## src/design/dbi_pkg.sv

```systemverilog
// ----------------------------------------------------------------------------
// dbi_pkg: shared types and constants of the debt based backoff interval unit
// Widths, status codes, reset values and the structs between the submodules.
// ----------------------------------------------------------------------------
package dbi_pkg;

   localparam int TIME_BITS = 48;
   localparam int FRAC_BITS = 24;
   localparam int Q_BITS    = 62;
   localparam int GF_W      = 29;
   localparam int AC_W      = 32;
   localparam int DL_W      = 40;
   localparam int J_W       = 42;
   localparam int STATUS_W  = 3;
   localparam int CSR_AW    = 5;
   localparam int CSR_DW    = 64;

   localparam logic [1:0] REG_GROWTH = 2'd0;
   localparam logic [1:0] REG_COST   = 2'd1;
   localparam logic [1:0] REG_LIMIT  = 2'd2;

   localparam logic [GF_W-1:0] GF_RESET = GF_W'(33554432);
   localparam logic [AC_W-1:0] AC_RESET = AC_W'(60000);
   localparam logic [DL_W-1:0] DL_RESET = DL_W'(360000);

   localparam logic [GF_W-1:0] X_ONE = GF_W'(1) << FRAC_BITS;
   localparam logic [Q_BITS:0] Q_ONE = {1'b1, {Q_BITS{1'b0}}};
   localparam logic [TIME_BITS-1:0] TIME_MASK = {TIME_BITS{1'b1}};

   typedef enum logic [STATUS_W-1:0] {
      STATUS_OK       = 3'd0,
      STATUS_EARLY    = 3'd1,
      STATUS_BREACH   = 3'd2,
      STATUS_OVERFLOW = 3'd3,
      STATUS_ORDER    = 3'd4,
      STATUS_BADCFG   = 3'd5
   } status_type;

   typedef struct packed {
      logic [GF_W-1:0] growth;
      logic [AC_W-1:0] cost;
      logic [DL_W-1:0] limit;
      logic            bad;
   } cfg_type;

   typedef struct packed {
      logic            start;
      logic [DL_W-1:0] debt;
      logic [AC_W-1:0] cost;
      logic [DL_W-1:0] limit;
      logic [GF_W-1:0] growth;
   } core_req_type;

   typedef struct packed {
      logic                 done;
      logic [TIME_BITS-1:0] interval;
   } core_rsp_type;

   typedef struct packed {
      logic        go;
      logic [63:0] a;
      logic [63:0] b;
   } mul_req_type;

   typedef struct packed {
      logic         done;
      logic [127:0] prod;
   } mul_rsp_type;

   typedef struct packed {
      logic         go;
      logic [127:0] num;
      logic [63:0]  den;
   } div_req_type;

   typedef struct packed {
      logic         done;
      logic [127:0] quo;
      logic [63:0]  rem;
   } div_rsp_type;

endpackage

```

## src/design/dbi_csr.sv

```systemverilog
// ----------------------------------------------------------------------------
// dbi_csr: configuration registers
// APB-style register file for growth factor, attempt cost and debt limit.
// ----------------------------------------------------------------------------
module dbi_csr (
   input  logic                          clock,
   input  logic                          reset,
   input  logic                          psel,
   input  logic                          penable,
   input  logic                          pwrite,
   input  logic [dbi_pkg::CSR_AW-1:0]    paddr,
   input  logic [dbi_pkg::CSR_DW-1:0]    pwdata,
   output logic [dbi_pkg::CSR_DW-1:0]    prdata,
   output logic                          pready,
   output dbi_pkg::cfg_type              cfg
);

   logic [dbi_pkg::GF_W-1:0] growth_ff;
   logic [dbi_pkg::AC_W-1:0] cost_ff;
   logic [dbi_pkg::DL_W-1:0] limit_ff;
   logic [1:0]               index;

   assign index  = paddr[4:3];
   assign pready = 1'b1;

   always_ff @(posedge clock) begin
      if (reset) begin
         growth_ff <= dbi_pkg::GF_RESET;
         cost_ff   <= dbi_pkg::AC_RESET;
         limit_ff  <= dbi_pkg::DL_RESET;
      end else if (psel && penable && pwrite) begin
         priority case (index)
            dbi_pkg::REG_GROWTH: growth_ff <= pwdata[dbi_pkg::GF_W-1:0];
            dbi_pkg::REG_COST:   cost_ff   <= pwdata[dbi_pkg::AC_W-1:0];
            dbi_pkg::REG_LIMIT:  limit_ff  <= pwdata[dbi_pkg::DL_W-1:0];
            default: ;
         endcase
      end
   end

   always_comb begin
      priority case (index)
         dbi_pkg::REG_GROWTH: prdata = dbi_pkg::CSR_DW'(growth_ff);
         dbi_pkg::REG_COST:   prdata = dbi_pkg::CSR_DW'(cost_ff);
         dbi_pkg::REG_LIMIT:  prdata = dbi_pkg::CSR_DW'(limit_ff);
         default:             prdata = '0;
      endcase
   end

   assign cfg.growth = growth_ff;
   assign cfg.cost   = cost_ff;
   assign cfg.limit  = limit_ff;
   assign cfg.bad    = (growth_ff < dbi_pkg::X_ONE) || (cost_ff == '0)
                       || (limit_ff < dbi_pkg::DL_W'(cost_ff));

endmodule

```

## config.mk

```make
export PLATFORM = sky130hd
export DESIGN_NAME = dbi_csr
export DESIGN_NICKNAME = d
export VERILOG_FILES = /design/src/design/dbi_pkg.sv /design/src/design/dbi_csr.sv
export SDC_FILE = /design/constraint.sdc
export NUM_CORES = 1
export LEC_CHECK = 0
export BUFFER_PORTS_ARGS = -buffer_cell sky130_fd_sc_hd__buf_2
export CORE_MARGIN = 2
export CORE_UTILIZATION = 47
export DETAILED_ROUTE_END_ITERATION = 6
export PLACE_DENSITY_LB_ADDON = 0.2
export SLEW_MARGIN = 30
export SYNTH_ARGS = -nofsm -noshare
export SYNTH_HDL_FRONTEND = slang
export SYNTH_SLANG_ARGS = --single-unit
```

## constraint.sdc

```tcl
create_clock -name clock -period 1.8 [get_ports clock]
set_input_delay 0 -clock clock [delete_from_list [all_inputs] [get_ports clock]]
set_output_delay 0 -clock clock [all_outputs]
set_load 0.05 [all_outputs]
```

## Word-level counts from Yosys, hierarchy flattened

Cells that the tools add are included.

- Bits in registers: 101
- Output and inout port bits: 167
- Logic and storage cells: 17

- Order comparisons: 2
- Equality and inequality tests: 2
- Multiplexer cells: 1
- Reductions and logical operators: 9

Operator list:

| kind | count |
|---|---|
| 40-bit case mux with 3 select lines | 1 |
| 40-bit by 32-bit less-than comparator with 1-bit output | 1 |
| 32-bit logical NOT | 1 |
| 29-bit by 25-bit less-than comparator with 1-bit output (second input constant) | 1 |
| 2-bit AND reduction | 3 |
| 2-bit by 1-bit equality test with 1-bit output (second input constant) | 1 |
| 2-bit equality test (second input constant) | 1 |
| 1-bit logical AND | 2 |
| 2-bit logical NOT | 1 |
| 1-bit logical OR | 2 |

## Logic depth before layout (Yosys ltp)

Gate-level depths: netlist (run 1).

- Depth after elaboration: 3
- Depth in mapped cells: 7
- Gate-level depth less buffers: 7

## Worst setup path after synthesis (run 1)

OpenSTA, ideal clock, no wires.

- Path kind: reg-to-output
- From: register cost_ff[27] in the netlist's numbering
- To: output cfg[0] in the netlist's numbering
- Data arrival time: 2.755 ns
- Required time: 1.800 ns
- Setup slack: -0.955 ns
- Cell stages (with the launch flop): 8
- Buffers on the path: 0
- Path through: dfxtp_1 -> inv_1 -> ha_1 -> a21oi_1 -> o21ai_1 -> a2111oi_4 -> inv_2 -> o41ai_2

RTL lines:

| element | RTL line | RTL |
|---|---|---|
| from (decl) | dbi_csr.sv:19 | `logic [dbi_pkg::AC_W-1:0] cost_ff;` |
| from (signal assigned) | dbi_csr.sv:29 | `cost_ff <= dbi_pkg::AC_RESET;` |
| from (signal assigned) | dbi_csr.sv:34 | `dbi_pkg::REG_COST: cost_ff <= pwdata[dbi_pkg::AC_W-1:0];` |
| to (decl) | dbi_csr.sv:15 | `output dbi_pkg::cfg_type cfg` |

==> results of run 1 <==
-- synthesized netlist by cell type, types with 9 or more instances --
cell type	n
sky130_fd_sc_hd__clkbuf_1	31
sky130_fd_sc_hd__mux2i_1	29
sky130_fd_sc_hd__nor4_1	9
sky130_fd_sc_hd__o21ai_0	31
sky130_fd_sc_hd__a21oi_1	96
sky130_fd_sc_hd__nand2_1	227
sky130_fd_sc_hd__buf_4	26
sky130_fd_sc_hd__inv_1	31
sky130_fd_sc_hd__dfxtp_1	101
sky130_fd_sc_hd__ha_1	31
sky130_fd_sc_hd__nor2_1	11
sky130_fd_sc_hd__buf_2	10
sky130_fd_sc_hd__nand3b_1	10
-- registers in the layout, summed over array words and instances (netlist names) --
register	flops
limit_ff	40
cost_ff	32
growth_ff	29
-- per-stage QoR --
| stage | setup TNS, ns | util [%] | std cells | total power [uW] |
|---|---|---|---|---|
| final | -0.519 | 71.6 | 1129 | 4660 |
| after global routing | -0.584 | 71.6 | 1129 | 4820 |
| after CTS | -0.494 | 70.5 | 1127 | 4650 |
| after detailed placement | -0.161 | 65.0 | 1070 | 3180 |
| after global placement | -0.136 | 65.0 | 1070 | 3170 |
| after floorplan | -0.264 | - | 724 | 2960 |
-- what timing repair did --
item | in CTS | in global routing
endpoints found under the hold margin | 101 | 0
pin swaps | 9 | 9
hold buffers | 40 | 0
setup endpoints to repair | 1 | 1
setup buffers | 1 | 2
gates resized for setup | 4 | 16
-- layer usage --
metal  routed length [um]  up-vias  track usage (%)  part of all wire, %
met3                 1070       38             4.29                  6.0
met4                  389        0             11.8                  2.2
li1                     -     2858                -                    -
met5                    0        -                0                    0
met2                 9180      247             51.2                   51
met1                 7340     2792             34.7                   41
-- worst max path at each step --
stage                     cells past startpoint      to  slack [ns]        start
after floorplan                               6  cfg[0]       -0.26  cost_ff[29]
final                                         8  cfg[0]       -0.52  cost_ff[19]
after global routing                          8  cfg[0]       -0.58  cost_ff[17]
after global placement                        8  cfg[0]       -0.14  cost_ff[25]
after CTS                                     7  cfg[0]       -0.49  cost_ff[28]
after detailed placement                      8  cfg[0]       -0.16  cost_ff[30]
-- worst register-to-register path, delay by kind of cell (launching register included) --
| kind | cells | cell delay, ns |
|---|---|---|
| compound gates | 1 | 0.21 |
| flops | 1 | 0.39 |
| buf+inv | 1 | 0.14 |
| simple gates | 1 | 0.06 |
-- layout make-up --
| type | instances | share of cell area (%) |
|---|---|---|
| Clock inverter | 4 | 0.594 |
| Tap cell | 140 | 2.25 |
| Inverter | 32 | 1.54 |
| Clock buffer | 12 | 1.73 |
| Sequential cell | 101 | 27.6 |
| Multi-Input combinational cell | 524 | 40.4 |
| Timing Repair Buffer | 316 | 25.9 |
-- kinds of logic (layout without fill, tap and decap cells) --
group                      Yosys count  after routing  synth area share [%]
adders and majority gates           31             31                  7.34
other                                2             25                 0.142
AOI/OAI and AO/OA                  148            148                  15.7
buffers and inverters               99            364                  9.11
DFF                                101            101                  38.2
and+or+nand+nor                    291            291                  23.9
muxes                               29             29                  5.49
-- power by group --
| part | total (uW) | internal, uW | switching [uW] | leakage (uW) |
|---|---|---|---|---|
| clock | 1430 | 644 | 783 | 0.0000929 |
| sequential | 2260 | 2230 | 26.8 | 0.000837 |
| combinational | 979 | 319 | 661 | 0.00264 |
==> impl_metrics.json, run 1 <==
{
  "grt_antenna_before_repair": 0,
  "yosys_most_used_dff": "sky130_fd_sc_hd__dfxtp_1",
  "reg2reg_depth": 3,
  "total_power_per_unit_cell_area_mw_per_mm2": 598,
  "io_pins": 241,
  "max-clock-path-buffers": 2,
  "placed_cell_area_sq_mm": 0.00707,
  "finalWorstPathRequiredPeriod_ns": 2.32,
  "design.die.area_sq_mm": 0.0121,
  "detailedPlacementHpwl_um": 12400,
  "regArea_sq_mm": 0.00215,
  "grt_start_max_net_pins": 102,
  "timing.hold.worst.start": "reset",
  "die_height_um": 110,
  "wl_per_cell_um": 15.9,
  "top_cells_by_area_synth": "sky130_fd_sc_hd__dfxtp_1, sky130_fd_sc_hd__nand2_1, sky130_fd_sc_hd__a21oi_1",
  "crit_path_cell_trace": "inv_2 > ha_4 > nand4_1 > nor2_1 > a221oi_1 > nand2_1 > o41ai_4 > buf_6",
  "insertion_delay_ns": 0.37,
  "fin_hold_ws_ns": 0.151,
  "leakage_uw": 0.00357,
  "regToRegEndpoint": "limit_ff[32]",
  "post-route-period-util_pct": 129,
  "crit_fanout": 3,
  "r2r-start": "limit_ff[32]",
  "timing.critical_path.from_type": "flip-flop",
  "via_per_inst": 5.26,
  "final_antenna_net_count": 0,
  "syn_avg_cell_area_sq_um": 7.54,
  "timing.setup.critical_path_class": "reg -> out",
  "grtUsageTotal_pct": 28.9,
  "area_of_the_multi_input_gates_sq_mm": 0.00315,
  "violations": "negative setup slack",
  "grt_pass1_vias": 5648,
  "finalWorstSetupSlack_ns": -0.519,
  "required_ns": 1.80,
  "clock-sinks": 101,
  "area_growth_pct": 47.4,
  "antenna_cells_inserted": 0,
  "initial_core_util_pct": 48.6,
  "signal_arrival_time_at_the_worst_endpoint_ns": 2.32,
  "clk_transition_reported_paths_ns": 0.09,
  "final_net_count": 1089,
  "detailedRoute.firstPassIterationCount": 5,
  "final_replace_weighted_congestion": 0.834,
  "library_cell_contributing_the_largest_single_delay_on_the_critical_path": "sky130_fd_sc_hd__o41ai_4",
  "synth_top_area_share_pct": 38.2,
  "critPathTopFamily": "compound AO/OA/AOI/OAI gates",
  "yosysTopAreaCell": "sky130_fd_sc_hd__dfxtp_1",
  "min-delay-path-class": "in -> reg",
  "most_common_library_cell_in_the_layout_ignoring_fill_and_taps": "sky130_fd_sc_hd__nand2_1",
  "ys_seq_elements": 101,
  "critical_path.n_buffers_inverters": 2,
  "area_of_the_core_region_sq_mm": 0.0109,
  "commonest_cells_after_routing_fill_and_taps_aside": "sky130_fd_sc_hd__nand2_1, sky130_fd_sc_hd__buf_2, sky130_fd_sc_hd__a21oi_1, sky130_fd_sc_hd__buf_4, sky130_fd_sc_hd__dfxtp_1",
  "hold_viol_final": 0,
  "grt_first_pass_wirelength_um": 27100,
  "final_design_area_no_fill_sq_mm": 0.00780,
  "setup_viol": 1,
  "asyncSetResetFlopFracSynth_pct": 0,
  "port_buffers": 188,
  "reg2reg_slack_ns": 0.91,
  "dpl_worst_slack_ns": -0.161,
  "cp_slowest_stage_delay_ns": 0.43,
  "nFillCells": 869,
  "finalWirelength_um": 18000,
  "skew_ns": 0,
  "netlist_instances": 701,
  "max_cap_violations": 0,
  "inserted_clock_buffers": 9,
  "grt_remaining_overflow": 0,
  "maxSlewViolCount": 0,
  "root_buffer": "sky130_fd_sc_hd__clkbuf_8",
  "hold-path-endpoint": "limit_ff[27]",
  "rsz0062_at_grt": "true",
  "synth_warnings": 0,
  "timing.hold.worst_path_depth": 3,
  "synth-seq-area-share_pct": 38.2,
  "chipWidth_um": 110,
  "fmax_ghz": 0.431,
  "status": "complete, but fails checks",
  "crit_path_end_kind": "output pin",
  "number_of_rows_in_the_core_area": 38,
  "fraction_of_layout_instances_using_a_drive_strength_above_1_pct": 38.7,
  "number_of_enable_type_register_cells_in_the_synthesized_netlist": 0,
  "detailroute.via_count": 5935,
  "max-vdd-ir-drop_mv": 0.422,
  "synth.distinct_cells": 39,
  "h-tree-depth": 3,
  "number_of_drc_violations_after_detailed_routing": 0,
  "post_synth_design_cell_area_sq_mm": 0.00529,
  "detailedRoute.firstIterationViolations": 340,
  "tritoncts_clock_tree": "yes"
}
(Power assumes the default switching activity.)
==> inputs of run 2 (changes only) <==
--- a/config.mk
+++ b/config.mk
@@ -5,9 +5,11 @@
 export SDC_FILE = /design/constraint.sdc
 export NUM_CORES = 1
 export LEC_CHECK = 0
+export ABC_AREA = 1
 export BUFFER_PORTS_ARGS = -buffer_cell sky130_fd_sc_hd__buf_2
 export CORE_MARGIN = 2
 export CORE_UTILIZATION = 47
+export CTS_CLUSTER_SIZE = 8
 export DETAILED_ROUTE_END_ITERATION = 6
 export PLACE_DENSITY_LB_ADDON = 0.2
 export SLEW_MARGIN = 30
==> run 2 against run 1 <==
  * The flow still finishes with violations (negative setup slack)
  * Maximum frequency increased by 24%
  * Hold slack got worse by 0.0031 ns
  * Count of clock-buffer cells in the layout unchanged
  * Highest routed layer unchanged
==> impl_metrics.json, run 2 <==
{
  "switching_share_pct": 31.5,
  "status": "complete, but fails checks",
  "timing.setup.critical_path_class": "reg -> out",
  "timing_worst_slew_pin_value_ns": 0.860,
  "initial_core_util_pct": 47.7,
  "skew_ns": 0,
  "tritoncts_clock_tree": "yes",
  "most_common_library_cell_in_the_layout_ignoring_fill_and_taps": "sky130_fd_sc_hd__buf_2",
  "fin_hold_ws_ns": 0.148,
  "finalWirelength_um": 16600,
  "r2r-start": "cost_ff[14]",
  "crit_path_cell_trace": "ha_4 > nand2_1 > inv_2 > nand3_2 > nor2_2 > nand2_2 > nor2_1 > nand2_1 > nand3_1 > nand2_1 > buf_6",
  "final_net_count": 1040,
  "io_pins": 241,
  "setup_viol": 1,
  "timing.critical_path.from_type": "flip-flop",
  "fmax_ghz": 0.533,
  "reg.largest.list": "limit_ff (40), cost_ff (32), growth_ff (29)",
  "power.share.clock_pct": 32.9,
  "yosys_most_used_dff": "sky130_fd_sc_hd__dfxtp_1",
  "leakage_uw": 0.00345,
  "synth_warnings": 0,
  "grtUsageTotal_pct": 27.5,
  "crit_path_end_kind": "output pin",
  "post-route-period-util_pct": 104,
  "post-synth-top-count-cell": "sky130_fd_sc_hd__nand2_1",
  "grt_remaining_overflow": 0,
  "die_height_um": 108,
  "violations": "negative setup slack",
  "number_of_rows_in_the_core_area": 38,
  "wl_per_cell_um": 15.4,
  "antenna_cells_inserted": 0,
  "area_of_the_core_region_sq_mm": 0.0107,
  "max-vdd-ir-drop_mv": 0.355,
  "final_replace_weighted_congestion": 0.788,
  "grt_first_pass_wirelength_um": 25500,
  "max_cap_violations": 0,
  "finalWorstPathRequiredPeriod_ns": 1.88,
  "post_synth_design_cell_area_sq_mm": 0.00510,
  "final_design_area_no_fill_sq_mm": 0.00707,
  "total_power_per_unit_cell_area_mw_per_mm2": 719,
  "netlist_instances": 713,
  "insertion_delay_ns": 0.36,
  "commonest_cells_after_routing_fill_and_taps_aside": "sky130_fd_sc_hd__buf_2, sky130_fd_sc_hd__nand2_1, sky130_fd_sc_hd__nor2_1, sky130_fd_sc_hd__o21ai_0, sky130_fd_sc_hd__dfxtp_1",
  "power_frac_comb_pct": 21.3,
  "library_cell_contributing_the_largest_single_delay_on_the_critical_path": "sky130_fd_sc_hd__dfxtp_1",
  "timing.critical_path.mode_cell": "sky130_fd_sc_hd__nand2_1",
  "synth-seq-area-share_pct": 39.6,
  "signal_arrival_time_at_the_worst_endpoint_ns": 1.88,
  "timing.max_slew.rel_slack_pct": 42.6,
  "chipWidth_um": 108,
  "h-tree-depth": 3,
  "clk_transition_reported_paths_ns": 0.09,
  "nFillCells": 910,
  "worstSetupStartpoint": "limit_ff[30]",
  "root_buffer": "sky130_fd_sc_hd__clkbuf_8",
  "placed_cell_area_sq_mm": 0.00605,
  "grt_start_max_net_pins": 102,
  "via_per_inst": 5.22,
  "ys_seq_elements": 101,
  "synth_top_area_share_pct": 39.6,
  "top_cells_by_area_synth": "sky130_fd_sc_hd__dfxtp_1, sky130_fd_sc_hd__nand2_1, sky130_fd_sc_hd__nor2_1",
  "inserted_clock_buffers": 9,
  "grt_antenna_before_repair": 0,
  "finalWorstSetupSlack_ns": -0.0755,
  "port_buffers": 188,
  "synth.distinct_cells": 21,
  "ys_top_cells_by_count": "sky130_fd_sc_hd__nand2_1, sky130_fd_sc_hd__nor2_1, sky130_fd_sc_hd__dfxtp_1, sky130_fd_sc_hd__o21ai_0, sky130_fd_sc_hd__inv_1",
  "required_ns": 1.80,
  "final_antenna_net_count": 0,
  "fin_tns_setup_ns": -0.0755,
  "grt_pass1_vias": 5261,
  "maxSlewViolCount": 0,
  "asyncSetResetFlopFracSynth_pct": 0,
  "rsz0062_at_grt": "true",
  "netsw_uw": 1600,
  "area_growth_pct": 38.5,
  "min-delay-path-class": "in -> reg",
  "largest_reg_flops": 40,
  "internal_power_uw": 3480,
  "max-clock-path-buffers": 2,
  "detailroute.via_count": 5634,
  "crit_fanout": 4,
  "share_seq_of_total_power_pct": 45.9,
  "detailedRoute.firstIterationViolations": 475,
  "number_of_drc_violations_after_detailed_routing": 0,
  "syn_avg_cell_area_sq_um": 7.15,
  "detailedPlacementHpwl_um": 10400,
  "hold_viol_final": 0,
  "design.die.area_sq_mm": 0.0117,
  "clock-sinks": 101,
  "number_of_enable_type_register_cells_in_the_synthesized_netlist": 0,
  "yosysTopAreaCell": "sky130_fd_sc_hd__dfxtp_1",
  "largest_register": "limit_ff",
  "detailedRoute.firstPassIterationCount": 5,
  "cp_slowest_stage_delay_ns": 0.38,
  "report.power.total_uw": 5080,
  "timing.hold.worst.start": "reset",
  "fraction_of_layout_instances_using_a_drive_strength_above_1_pct": 33.0
}
-- run 2: power by group through the flow --
stage	logic, uW	clock network, uW	registers, uW
finish	1080	1670	2330
global placement	931	0	2370
detailed placement	942	0	2370
floorplan	564	0	2540
CTS	1050	1700	2330
global route	1150	1780	2340
-- run 2: worst paths after layout --
check                  end  slack [ns]  depth (start not counted)
max reg2reg    cost_ff[14]        1.04                          2
min reg2reg   limit_ff[38]        0.50                          2
max                 cfg[0]       -0.08                         11
min          growth_ff[25]        0.15                          4
-- run 2: cell families after synthesis --
| kind of cell | share of synthesized area (%) |
|---|---|
| buffers and inverters | 11.6 |
| adder cells (fa/ha/maj) | 7.60 |
| AND/OR/NAND/NOR | 21.4 |
| other | 0.147 |
| AO/OA/AOI/OAI | 19.6 |
| flip-flops | 39.6 |
-- run 2: area by class of cell --
class	instances	area (sq um)	share of cell area, %
Tap cell	140	175	2.48
Timing Repair Buffer	251	1530	21.7
Clock buffer	12	165	2.34
Inverter	66	263	3.72
Sequential cell	101	2060	29.1
Clock inverter	3	67.6	0.956
Multi-Input combinational cell	506	2810	39.7
-- run 2: timing repair --
item	CTS	global route
hold buffers	40	0
setup buffers	10	6
gates resized for setup	47	12
hold endpoints to repair	101	0
endpoints found under the setup margin	1	1
pin swaps	9	5
-- run 2: per-layer routing --
layer	share of wire (%)	track usage (%)	wire length, um
met5	0	0	0
met4	2.4	12.3	404
met3	7.6	3.74	1260
met2	48	46.8	7940
met1	42	34.6	6980
-- run 2: worst max-delay path, delay by kind of cell, from the launching register on --
family | cells | cell delay (ns)
DFF | 1 | 0.38
buffers and inverters | 2 | 0.22
and+or+nand+nor | 8 | 0.62
adders and majority gates | 1 | 0.28
-- run 2: per-stage QoR --
step | setup slack, ns | util, % | std cells
5_1_grt | -0.227 | 66.0 | 1079
4_1_cts | -0.0681 | 65.1 | 1073
2_1_floorplan | 0.00201 | - | 736
3_5_place_dp | 0.187 | 56.6 | 1008
3_3_place_gp | 0.204 | 56.6 | 1008
6_report | -0.0755 | 66.0 | 1079
==> inputs of run 3 (changes only) <==
--- a/config.mk
+++ b/config.mk
@@ -5,13 +5,12 @@
 export SDC_FILE = /design/constraint.sdc
 export NUM_CORES = 1
 export LEC_CHECK = 0
-export ABC_AREA = 1
 export BUFFER_PORTS_ARGS = -buffer_cell sky130_fd_sc_hd__buf_2
 export CORE_MARGIN = 2
 export CORE_UTILIZATION = 47
 export CTS_CLUSTER_SIZE = 8
 export DETAILED_ROUTE_END_ITERATION = 6
-export PLACE_DENSITY_LB_ADDON = 0.2
+export PLACE_DENSITY = 0.78
 export SLEW_MARGIN = 30
 export SYNTH_ARGS = -nofsm -noshare
 export SYNTH_HDL_FRONTEND = slang
==> constraint.sdc (replaced) <==
create_clock -name clock -period 1.97 [get_ports clock]
set_input_delay 0 -clock clock [delete_from_list [all_inputs] [get_ports clock]]
set_output_delay 0 -clock clock [all_outputs]
set_load 0.05 [all_outputs]
==> run 3 against run 2 <==
  * The run still ends with negative setup slack left
  * Sequential cell count did not move
  * Core utilization rose by 4.2 points
  * Count of clock-buffer cells in the layout did not move
  * Sequential power fell by 11%
  * Wire length rose by 2.9%
  * Non-clock buffer count rose by 37
  * Global-route usage fell by 0.18 points
  * Sequential share of layout area fell by 1.0 points
  * Register-to-register slack improved by 0.08 ns
  * Largest cell class unchanged
  * Clock power fell by 7%
==> impl_metrics.json, run 3 (synthesis results as in run 1) <==
{
  "skew_ns": 0,
  "commonest_cells_after_routing_fill_and_taps_aside": "sky130_fd_sc_hd__nand2_1, sky130_fd_sc_hd__buf_2, sky130_fd_sc_hd__a21oi_1, sky130_fd_sc_hd__buf_4, sky130_fd_sc_hd__dfxtp_1",
  "grt_remaining_overflow": 0,
  "r2r-start": "cost_ff[6]",
  "report.power.total_uw": 4500,
  "final_antenna_net_count": 0,
  "grt_first_pass_wirelength_um": 25800,
  "max_cap_violations": 0,
  "required_ns": 1.97,
  "largest_register": "limit_ff",
  "maxSlewViolCount": 0,
  "crit_fanout": 2,
  "area_of_the_core_region_sq_mm": 0.0109,
  "area_growth_pct": 44.7,
  "insertion_delay_ns": 0.36,
  "number_of_rows_in_the_core_area": 38,
  "tritoncts_clock_tree": "yes",
  "antenna_cells_inserted": 0,
  "fin_hold_ws_ns": 0.0686,
  "fmax_ghz": 0.429,
  "signal_arrival_time_at_the_worst_endpoint_ns": 2.33,
  "root_buffer": "sky130_fd_sc_hd__clkbuf_8",
  "status": "complete, but fails checks",
  "die_height_um": 110,
  "min-delay-path-class": "in -> reg",
  "reg2reg_depth": 3,
  "clk_transition_reported_paths_ns": 0.10,
  "total_power_per_unit_cell_area_mw_per_mm2": 588,
  "rsz0062_at_grt": "true",
  "violations": "negative setup slack",
  "via_per_inst": 5.24,
  "io_pins": 241,
  "reg2reg_slack_ns": 1.12,
  "detailedPlacementHpwl_um": 11800,
  "largest_reg_flops": 40,
  "setup_viol": 1,
  "detailedRoute.firstPassIterationCount": 6,
  "met1_layer_usage_reported_by_global_route_pct": 34.6,
  "fraction_of_layout_instances_using_a_drive_strength_above_1_pct": 37.3,
  "port_buffers": 188,
  "nFillCells": 902,
  "hold_viol_final": 0,
  "leakage_uw": 0.00347,
  "number_of_drc_violations_after_detailed_routing": 0,
  "initial_core_util_pct": 48.6,
  "grt_pass1_vias": 5182,
  "timing.critical_path.from_type": "flip-flop",
  "regToRegEndpoint": "cost_ff[6]",
  "groute.layer.met2.usage_pct": 46.9,
  "crit_end": "cfg[0]",
  "reg.largest.list": "limit_ff (40), cost_ff (32), growth_ff (29)",
  "crit_path_end_kind": "output pin",
  "clock-sinks": 101,
  "max-vdd-ir-drop_mv": 0.466,
  "design.die.area_sq_mm": 0.0121,
  "most_common_library_cell_in_the_layout_ignoring_fill_and_taps": "sky130_fd_sc_hd__nand2_1",
  "grtUsageTotal_pct": 27.3,
  "wl_per_cell_um": 15.5,
  "detailedRoute.firstIterationViolations": 312,
  "grt.busiest_layer": "met2",
  "finalCoreUtilization_pct": 70.3,
  "timing.setup.critical_path_class": "reg -> out",
  "dpl_worst_slack_ns": -0.0176,
  "area_of_the_multi_input_gates_sq_mm": 0.00314,
  "post-route-period-util_pct": 118,
  "chipWidth_um": 110,
  "worstSetupStartpoint": "cost_ff[23]",
  "inserted_clock_buffers": 9,
  "finalWorstSetupSlack_ns": -0.359,
  "h-tree-depth": 3,
  "final_net_count": 1061,
  "finalWirelength_um": 17100,
  "regArea_sq_mm": 0.00215,
  "grt_antenna_before_repair": 0,
  "final_replace_weighted_congestion": 0.888,
  "finalWorstPathRequiredPeriod_ns": 2.33,
  "grtUsageMet3_pct": 3.94,
  "max-clock-path-buffers": 2,
  "detailroute.via_count": 5773,
  "grt_start_max_net_pins": 37
}
==> run 3: cell types whose count changed in the layout (fill, tap and decap cells not counted), moves of 28 or more <==
cell and delta:
sky130_fd_sc_hd__a21oi_1 +42, sky130_fd_sc_hd__buf_4 +36, sky130_fd_sc_hd__dfxtp_4 +28, sky130_fd_sc_hd__mux2i_1 +29
sky130_fd_sc_hd__nand2_1 +105, sky130_fd_sc_hd__nor2_1 -101, sky130_fd_sc_hd__o211ai_1 -31, sky130_fd_sc_hd__o21ai_0 -52
==> run 3: area by class of cell <==
class	count	area share [%]
Clock buffer	12	2.18
Clock inverter	4	1.01
Inverter	32	1.57
Multi-Input combinational cell	524	41.0
Sequential cell	101	28.1
Tap cell	140	2.29
Timing Repair Buffer	288	23.8
==> run 3: worst min path at each step <==
stage | start | to | slack, ns | cells after the start
floorplan | pwdata[13] | cost_ff[13] | 0.12 | 1
global placement | pwdata[11] | cost_ff[11] | 0.24 | 2
detailed placement | pwdata[11] | cost_ff[11] | 0.24 | 2
CTS | reset | limit_ff[28] | 0.06 | 2
global route | reset | cost_ff[17] | 0.09 | 2
finish | reset | limit_ff[28] | 0.07 | 2
==> run 3: worst max-delay path, stage by stage, from the launching register on <==
cell                      delay [ns]
sky130_fd_sc_hd__dfxtp_4        0.35
sky130_fd_sc_hd__inv_1          0.04
sky130_fd_sc_hd__ha_1           0.29
sky130_fd_sc_hd__nand4_1        0.11
sky130_fd_sc_hd__buf_4          0.14
sky130_fd_sc_hd__nor4_4         0.04
sky130_fd_sc_hd__buf_4          0.14
sky130_fd_sc_hd__buf_4          0.13
sky130_fd_sc_hd__nand2_4        0.05
sky130_fd_sc_hd__nand2_2        0.07
sky130_fd_sc_hd__o41ai_4        0.41
sky130_fd_sc_hd__buf_6          0.21
==> run 3: repair_timing <==
item | in CTS | in global routing
gates resized for setup | 11 | 8
buffers inserted | 3 | 2
pin swaps | 6 | 6
hold buffers | 40 | 0
setup endpoints to repair | 1 | 1
endpoints found under the hold margin | 101 | 0
==> run 3: metal layers <==
metal / vias to the layer above / share of wire [%]
met3: 31 / 7.3
met1: 2663 / 41
met5: - / 0
met2: 282 / 50
li1: 2797 / -
met4: 0 / 1.9
==> run 3: stage by stage <==
stage                     cell area (sq um)  cells  TNS, ns
after floorplan                        5650    724  -0.0945
after global placement                 6860   1040  -0.0579
after detailed placement               6860   1040  -0.0176
after CTS                              7590   1099   -0.307
after global routing                   7650   1101   -0.428
final                                  7650   1101   -0.359
==> run 3: report_power, final <==
group / switching [uW] / internal, uW
logic: 592 / 279
clock network: 727 / 834
registers: 29.5 / 2040
total: 1350 / 3150
